--- config.mk ---
export PLATFORM = sky130hd
export DESIGN_NAME = cbo_border
export DESIGN_NICKNAME = d
export VERILOG_FILES = /design/src/rtl/cbo_pkg.sv /design/src/rtl/cbo_border.sv
export SDC_FILE = /design/constraint.sdc
export NUM_CORES = 1
export LEC_CHECK = 0
export ABC_AREA = 0
export BUFFER_PORTS_ARGS = -buffer_cell sky130_fd_sc_hd__buf_2
export CAP_MARGIN = 30
export CORE_AREA = 5 5 81 61
export CTS_CLUSTER_SIZE = 30
export DETAILED_ROUTE_END_ITERATION = 10
export DIE_AREA = 0 0 86 66
export PLACE_DENSITY = 0.87
export SETUP_SLACK_MARGIN = 0.1
export SYNTH_ARGS = -nofsm -noshare
export SYNTH_HDL_FRONTEND = slang
export SYNTH_SLANG_ARGS = --single-unit
--- constraint.sdc ---
create_clock -name clk_i -period 2.7 [get_ports clk_i]
set_input_delay 0.27 -clock clk_i [delete_from_list [all_inputs] [get_ports clk_i]]
set_output_delay 0.27 -clock clk_i [all_outputs]
set_load 0.03 [all_outputs]
--- src/rtl/cbo_pkg.sv ---
package cbo_pkg;

  localparam int MAX_WIDTH  = 1024;
  localparam int MAX_HEIGHT = 1024;

  localparam int COL_W      = $clog2(MAX_WIDTH);
  localparam int ROW_M1_W   = $clog2(MAX_HEIGHT);
  // rows run on past the frame while the last outputs are flushed
  localparam int ROW_W      = $clog2(MAX_HEIGHT + 2);
  localparam int PEND_W     = $clog2(MAX_WIDTH + 2);

  localparam int COLOUR_W   = 8;
  localparam int CFG_IDX_W  = 2;
  localparam int CFG_DATA_W = 11;

  typedef enum logic [CFG_IDX_W-1:0] {
    REG_FRAME_WIDTH  = 2'd0,
    REG_FRAME_HEIGHT = 2'd1
  } cfg_reg_e;

  typedef enum logic {
    KIND_PIXEL = 1'b0,
    KIND_FLUSH = 1'b1
  } item_kind_e;

  typedef struct packed {
    logic [COLOUR_W-1:0] red;
    logic [COLOUR_W-1:0] green;
    logic [COLOUR_W-1:0] blue;
  } rgb_t;

  localparam rgb_t BORDER_RGB = '{red: '0, green: '0, blue: '1};

  // one entry of the line store: flags of the two rows above and the colour
  // of the row above
  typedef struct packed {
    logic upper;
    logic lower;
    rgb_t colour;
  } line_word_t;

  typedef struct packed {
    logic             en;
    logic [COL_W-1:0] addr;
    line_word_t       word;
  } line_wr_t;

  // one window step, as issued at the input
  typedef struct packed {
    logic             write;
    logic             flag;
    rgb_t             colour;
    logic [COL_W-1:0] col;
    logic             c_zero;
    logic             emit;
    logic             top;
    logic             bot;
    logic             left_edge;
    logic             right_edge;
    logic             restart;
  } step_op_t;

  typedef struct packed {
    rgb_t colour;
    logic on_border;
    logic frame_end;
  } result_t;

endpackage

--- src/rtl/cbo_border.sv ---
module cbo_border (
  input  logic                clk_i,
  input  logic                rst_ni,
  input  logic                step_i,
  input  logic                clear_i,
  input  cbo_pkg::step_op_t   op_i,
  input  cbo_pkg::line_word_t word_i,
  output cbo_pkg::result_t    res_o,
  output cbo_pkg::line_wr_t   wr_o
);
  import cbo_pkg::*;

  logic [8:0] win_q, win_d;
  rgb_t       hold_q, hold_d;

  logic [2:0] column, left, centre, right;
  logic [2:0] left_c, centre_c, right_c;
  logic [8:0] win_shift;
  logic       border;

  // replicate the middle row over a missing row above or below
  function automatic logic [2:0] clamp_rows(logic [2:0] col, logic top, logic bot);
    logic [2:0] r;
    r = col;
    if (top) r[0] = col[1];
    if (bot) r[2] = col[1];
    return r;
  endfunction

  always_comb begin
    column    = {op_i.flag, word_i.lower, word_i.upper};
    win_shift = {column, win_q[8:3]};
    if (op_i.c_zero) begin
      // row just ended: the window still holds the last two columns
      left   = win_q[5:3];
      centre = win_q[8:6];
      right  = win_q[8:6];
    end else begin
      left   = win_shift[2:0];
      centre = win_shift[5:3];
      right  = win_shift[8:6];
    end
    if (op_i.left_edge)  left  = centre;
    if (op_i.right_edge) right = centre;
    left_c   = clamp_rows(left, op_i.top, op_i.bot);
    centre_c = clamp_rows(centre, op_i.top, op_i.bot);
    right_c  = clamp_rows(right, op_i.top, op_i.bot);
    border   = centre_c[1] && ({right_c, centre_c, left_c} != '1);
  end

  always_comb begin
    res_o.colour    = border ? BORDER_RGB : hold_q;
    res_o.on_border = border;
    res_o.frame_end = op_i.bot && op_i.right_edge;
  end

  always_comb begin
    wr_o.en          = step_i && op_i.write;
    wr_o.addr        = op_i.col;
    wr_o.word.upper  = word_i.lower;
    wr_o.word.lower  = op_i.flag;
    wr_o.word.colour = op_i.colour;
  end

  always_comb begin
    win_d  = win_q;
    hold_d = hold_q;
    if (clear_i) begin
      win_d  = '0;
      hold_d = '0;
    end else if (step_i) begin
      win_d  = op_i.restart ? '0 : win_shift;
      hold_d = op_i.restart ? '0 : word_i.colour;
    end
  end

  always_ff @(posedge clk_i or negedge rst_ni) begin
    if (!rst_ni) begin
      win_q  <= '0;
      hold_q <= '0;
    end else begin
      win_q  <= win_d;
      hold_q <= hold_d;
    end
  end

endmodule

==> After elaboration in Yosys (flattened, before gate mapping) <==
Index checks and enable logic that the tools add are counted.
{ "word_totals": {"ff_bits": 33, "latch_bits": 0, "mem_bits_rw": 0, "romBits": 0, "in_bits": 73, "out_inout_bits": 63, "elab_cells": 25, "mem_count": 0} }
{ "classes": {"n_addsub": 0, "mul": 0, "div": 0, "order_cmp": 0, "n_eq_ne": 1, "shift": 0, "mux": 16, "bitwise": 0, "n_reduce_logical": 4} }
{ "ops": {"columns": ["cell", "count"], "rows": [
  ["24-bit 2-to-1 mux", 4],
  ["9-bit 2-to-1 mux", 3],
  ["3-bit 2-to-1 mux", 3],
  ["9-bit != test, second input constant", 1],
  ["1-bit 2-to-1 mux", 6],
  ["1-bit logical AND", 3],
  ["2-bit nonzero test", 1]
]} }

==> Depth between registers and ports, before layout <==
Gate-level depths: netlist of the first run.
{ "depth": {"word_depth": 6, "depth_mapped": 5, "depth_no_buf": 3} }

==> Worst setup path after synthesis of the first run <==
OpenSTA, ideal clock, no wires.
{ "synth_path": {"path_kind": "register to output", "start": "register win_q[7]", "end": "output port res_o[15] (netlist bit)", "t_arrival_ns": 1.716, "required_time_ns": 2.430, "slack_ns": 0.714, "stages_incl_launch_ff": 5, "path_buffers": 1, "cell_sequence": "dfrtp_1 nor2b_1 a32o_1 buf_1 nor3b_1"} }
{ "synth_lines": {"columns": ["item", "line", "text"], "rows": [
  ["start: declaration", "cbo_border.sv:13", "logic [8:0] win_q, win_d;"],
  ["start signal: assignment", "cbo_border.sv:82", "win_q <= win_d;"],
  ["end: declaration", "cbo_border.sv:8", "output cbo_pkg::result_t res_o,"]
]} }

==> metrics, run 1 <==
fillers=409; final hold violation count=0; vias in the first global route=between 1000 and 1500; internal power=0.7861 mW; EDFF count, synth=0; Synth area leader=dfrtp_1; clock network latency to the later pin of the worst-skew pair=270 ps; Yosys top cell area share=46.95%; Req. time, crit path=2430 ps; RSZ-0062 raised after global routing=no; initial drt markers=52; startpoint types=flip-flop; warnings from Yosys=0; top cells by area, synth=dfrtp_1 (47%), buf_4 (17%), a22o_1 (16%); Max Cap Violations=0; CP Max Fanout=15; post-synth net total=around 220; Mean Syn Cell Area=11.03 um^2; Commonest cells post-synth=buf_4 (37), a22o_1 (30), dfrtp_1 (30), nor3b_1 (17), or3_1 (8); share of async-settable or async-resettable flops after synthesis=100.0%; Detail Route Antenna Nets=0; synthesized area=0.001599 mm^2; Max Clk Rate=452.3 MHz; Yosys cell types=20; Critical Path End=res_o[22]; All-Layer GR Usage=~15%; overall power=1.064 mW; Die W=around 86 um; CTS Hold Bufs=0; DR WL/cell=16.58 um; # Post-CTS Setup Buffers=0; most common cell in the netlist=buf_4; Sink Count=30; flop-to-flop setup slack=between 1500 and 2000 ps; via count=1204; initial antenna violation count=0; core region area=0.004129 mm^2; Num CTS Buffers=5; CTS tree=built; # IOs=between 100 and 150; DRT Pass-1 Iters=4; PortBufs=between 60 and 70; Total Neg Setup Slack=0 ps; Avg Vias per Cell=5.212; worst reg2reg path depth=1; peak supply drop=236.9 uV; Placed Cells incl. Taps=223; nets@finish=248; Gate power share=16.5%; final setup vio count=0; P_sw=0.2782 mW; Starting Density=38.73%; Power Density=a little under 600 mW/mm^2; sw frac=26.14%; global-route wire length before repair=approximately 6200 um; clock slew at reported path FFs=60 ps; Worst Path Arrival=1940 ps; static leakage=0.9987 nW; CTS H-Tree Depth=2; drt drc=0; critical path class=flip-flop to output pin; Max clock buf depth=2; Crit. End Element=output pin; Final Slew Violations=0; largest net degree at the start of global routing=31; prevailing post-synth register cell=dfrtp_1; cts repair resizes=0; Rows=20; routability cong.=between 0.7 and 0.8; final WL=3829 um; Synth Register Bits=30; ANT cells=0; Min-Delay Path Class=primary input to async pin; Least-Margin Pin Slew=661.0 ps; Post-Synthesis Cells=145; final std cells w/o fill=~230; root buffer cell=clkbuf_8; post-synthesis sequential area ratio=46.95%; final critical-path required period=2211 ps; share of layout cells above drive strength 1=46.02%; placed wire-length estimate=2649 um; sequential share of power=44.5%; area grow syn2layout=13.85%; remaining global-route overflow=0; Clock Skews=2.754 ps; Place WS=684.1 ps; worst r2r dst=win_q[7]; status=finished, final reports clean; Clock Power Share=~39%; r2r startpoint=win_q[7]; fin crit share=approximately 80%; relative slew slack=55.93%; Die Ht=around 66 um; final setup margin=489.1 ps; Die ar.=0.005676 mm^2; Setup crit start=win_q[7]
sequential cells by signal (all words and copies together), names as in the netlist:
register  count
win_q         6
hold_q       24
critical path: stages, from the launching register on:
cell and delay, ps:
dfrtp_1 430, nor2b_1 150, a32o_1 370, buf_4 260, nor3b_1 220, buf_2 240
cells in the final DEF, fill, tap and decap left out, drive strengths merged:
cell type | synthesis | layout
o31ai | 1 | 1
inv | 1 | 1
dfrtp | 30 | 30
nor4 | 1 | 1
nor3 | 1 | 1
nor2 | 2 | 2
a32o | 1 | 1
a22o | 30 | 30
clkbuf | 6 | 8
or3 | 8 | 8
buf | 41 | 70
and2 | 2 | 2
o31a | 1 | 1
nor2b | 1 | 1
or2 | 1 | 1
o221ai | 1 | 1
nor3b | 17 | 17
cell type report:
class | count | area [um^2] | area share (%)
multi-input combinational | 67 | 526.8 | 28.93
tap | 55 | 68.82 | 3.780
timing repair buffer | 70 | 360.3 | 19.79
inverter | 1 | 3.754 | 0.2062
sequential | 30 | 750.7 | 41.24
clock buffer | 8 | 110.1 | 6.048
metal layers:
layer | vias up | part of all wire, % | GRT usage, %
li1 | 548 | - | -
met1 | 589 | 44 | 17.32
met2 | 54 | 46 | 23.56
met3 | 13 | 7.9 | 4.732
met4 | 0 | 2.0 | 7.510
met5 | - | 0 | 0
how the worst min path moves through the flow:
stage            from    endpoint  slack [ps]  cells after the start
3_3_place_gp   rst_ni   hold_q[2]         330                      1
6_report       rst_ni   hold_q[3]          30                      1
4_1_cts        rst_ni   hold_q[8]          50                      1
2_1_floorplan  rst_ni   hold_q[0]         -30                      0
5_1_grt        rst_ni  hold_q[11]          90                      1
3_5_place_dp   rst_ni   hold_q[2]         350                      1
power groups by stage:
stage	clock (mW)	sequential, mW	combinational, mW
2_1_floorplan	0	0.479	0.202
3_3_place_gp	0	0.481	0.174
3_5_place_dp	0	0.482	0.178
4_1_cts	0.433	0.474	0.179
5_1_grt	0.448	0.476	0.191
6_report	0.415	0.474	0.176
cell families after synthesis:
| family | after synthesis | share of synthesized area [%] |
|---|---|---|
| compound gates | 34 | 18.62 |
| buf+inv | 48 | 20.58 |
| flops | 30 | 46.95 |
| simple gates | 33 | 13.85 |
metrics by stage:
stage | utilization, % | hold WS (ps) | area, um^2
global route | 44.09 | 93.02 | 1821
finish | 44.09 | 27.10 | 1821
floorplan | - | -25.59 | 1599
detailed placement | 41.42 | 346.3 | 1710
CTS | 44.09 | 45.19 | 1821
global placement | 41.42 | 334.3 | 1710
Power figures use the tool's default switching activity.
==> run 2, diff against run 1 <==
--- a/config.mk
+++ b/config.mk
@@ -8,11 +8,11 @@
 export ABC_AREA = 0
 export BUFFER_PORTS_ARGS = -buffer_cell sky130_fd_sc_hd__buf_2
 export CAP_MARGIN = 30
-export CORE_AREA = 5 5 81 61
+export CORE_AREA = 5 5 84 63
 export CTS_CLUSTER_SIZE = 30
 export DETAILED_ROUTE_END_ITERATION = 10
-export DIE_AREA = 0 0 86 66
-export PLACE_DENSITY = 0.87
+export DIE_AREA = 0 0 89 68
+export PLACE_DENSITY = 0.82
 export SETUP_SLACK_MARGIN = 0.1
 export SYNTH_ARGS = -nofsm -noshare
 export SYNTH_HDL_FRONTEND = slang
==> constraint.sdc (replaced) <==
create_clock -name clk_i -period 2.3 [get_ports clk_i]
set_input_delay 0.23 -clock clk_i [delete_from_list [all_inputs] [get_ports clk_i]]
set_output_delay 0.23 -clock clk_i [all_outputs]
set_load 0.03 [all_outputs]
==> run 2 against run 1 <==
  * The run now ends with negative hold slack left
  * Clock power about the same
  * Worst hold slack got worse by 45 ps
  * Via count decreased by 0.66%
  * Critical path type unchanged
==> metrics, run 2 (synthesized netlist as in run 1, its figures left out) <==
area grow syn2layout=12.52%; Worst Path Arrival=1800 ps (-140 ps); DR WL/cell=15.25 um (-8.0%); CP cell instances=nor2b_1 > a32o_2 > or3_1 > buf_2; fillers=454 (+11%); Die Ht=68 um (+3.0%); Max Clk Rate=492.9 MHz; largest net degree at the start of global routing=31 (unchanged); peak supply drop=237.5 uV (+0.27%); CP max stage delay=420 ps (about the same); final std cells w/o fill=232 (+0.43%); Least-Margin Pin Slew=640.5 ps (-20.47 ps); # Post-CTS Setup Buffers=0 (unchanged); initial drt markers=32 (-38%); ANT cells=0 (unchanged); Starting Density=35.59% (-3.1 points); vias in the first global route=1185 (-5.1%); Crit. End Element=output pin; drt drc=0 (unchanged); top flop regs=hold_q x24, win_q x6; dpl cell area=0.001705 mm^2 (-0.29%); Die W=89 um (+3.5%); CTS H-Tree Depth=2 (unchanged); CTS tree=built; Placed Cells incl. Taps=224 (+0.45%); initial antenna violation count=0 (unchanged); commonest non-fill, non-tap cells in the layout=buf_2 (66), a22o_1 (30), dfrtp_1 (30); Total Neg Setup Slack=0 ps (unchanged); share of layout cells above drive strength 1=46.29% (+0.26 points); Die ar.=0.006052 mm^2 (+6.6%); critical path class=flip-flop to output pin; Sink Count=30 (unchanged); DRT Pass-1 Iters=4 (unchanged); Util after Layout=40.04% (-4.0 points); final setup vio count=0 (unchanged); Num CTS Buffers=5 (unchanged); failing checks=negative hold slack; placed wire-length estimate=2472 um (-6.7%); Power Density=653.8 mW/mm^2 (+12%); core region area=0.004493 mm^2 (+8.8%); All-Layer GR Usage=12.17% (-2.4 points); startpoint types=flip-flop; Max clock buf depth=2 (unchanged); RSZ-0062 raised after global routing=no; overall power=1.176 mW (+11%); remaining global-route overflow=0 (unchanged); register area=750.7 um^2 (unchanged); clock network latency to the later pin of the worst-skew pair=270 ps (about the same); final critical-path required period=2029 ps; PortBufs=66 (unchanged); Avg Vias per Cell=5.155 (-1.1%); Rows=21 (+5.0%); critical path's slowest cell=dfrtp_1; static leakage=0.9906 nW (-0.81%); nets@finish=247 (-0.40%); final hold violation count=30 (+30); # IOs=136 (unchanged); Clock Skews=2.446 ps (-0.3088 ps); final WL=3539 um (-7.6%); relative slew slack=57.30% (+1.4 points); WHS=-17.82 ps (-44.91 ps); clock slew at reported path FFs=60 ps (about the same); footprint of the multi-input gates=529.3 um^2 (+0.48%); routability cong.=0.7540 (-3.4%); max reg flops=24 (unchanged); register name with the most flops=hold_q; Min-Delay Path Class=primary input to async pin; Max Cap Violations=0 (unchanged); Detail Route Antenna Nets=0 (unchanged); post-route cell area=0.001799 mm^2 (-1.2%); CP Max Fanout=25 (+10); via count=1196 (-0.66%); Req. time, crit path=2070 ps (-360 ps); commonest non-fill, non-tap cell in the layout=buf_2; fin crit share=about nine tenths; Final Slew Violations=0 (unchanged); root buffer cell=clkbuf_8; global-route wire length before repair=5609 um (-9.5%); status=finished with violations
-- run 2: worst paths after layout --
kind	from	endpoint	slack (ps)	depth (start not counted)
worst max-delay path	win_q[7]	res_o[9]	270	4
worst min-delay path	rst_ni	hold_q[1]	-20	1
worst max register to register	win_q[7]	win_q[7]	1540	1
worst min register to register	hold_q[2]	hold_q[2]	500	1
max in group asynchronous	rst_ni	hold_q[18]	1900	1
min in group clk_i	word_i[10]	hold_q[10]	180	2
-- run 2: critical path, delay by kind of cell, from the launching register on --
| family | cells | cell delay, ps |
|---|---|---|
| buffers and inverters | 1 | 190 |
| AOI/OAI and AO/OA | 1 | 400 |
| DFF | 1 | 420 |
| and+or+nand+nor | 2 | 520 |
-- run 2: power breakdown --
group	internal, mW	switching, mW
clock	0.241	0.177
combinational	0.0741	0.128
sequential	0.546	0.00996
total	0.861	0.315
-- run 2: timing repair --
action,CTS,global route
hold buffers,0,0
gates resized for setup,1,1
endpoints found under the setup margin,16,3
-- run 2: layout make-up --
cell class	count	share of cell area (%)
sequential	30	41.72
multi-input combinational	67	29.42
timing repair buffer	69	19.61
clock buffer	7	4.798
tap	57	3.964
clock inverter	1	0.2782
inverter	1	0.2086
-- run 2: through the flow --
stage          setup WS, ps  hold slack [ps]
6_report              271.1           -17.82
3_3_place_gp          274.4            300.5
5_1_grt               152.4            37.72
2_1_floorplan         354.3           -65.59
4_1_cts               227.2            1.151
3_5_place_dp          235.7            301.0
-- run 2: metal layers --
metal | vias to the layer above | track usage, % | part of all wire (%)
li1 | 549 | - | -
met1 | 579 | 15.26 | 44
met2 | 62 | 19.26 | 46
met3 | 6 | 5.054 | 9.4
met4 | 0 | 3.717 | 0.54
met5 | - | 0 | 0
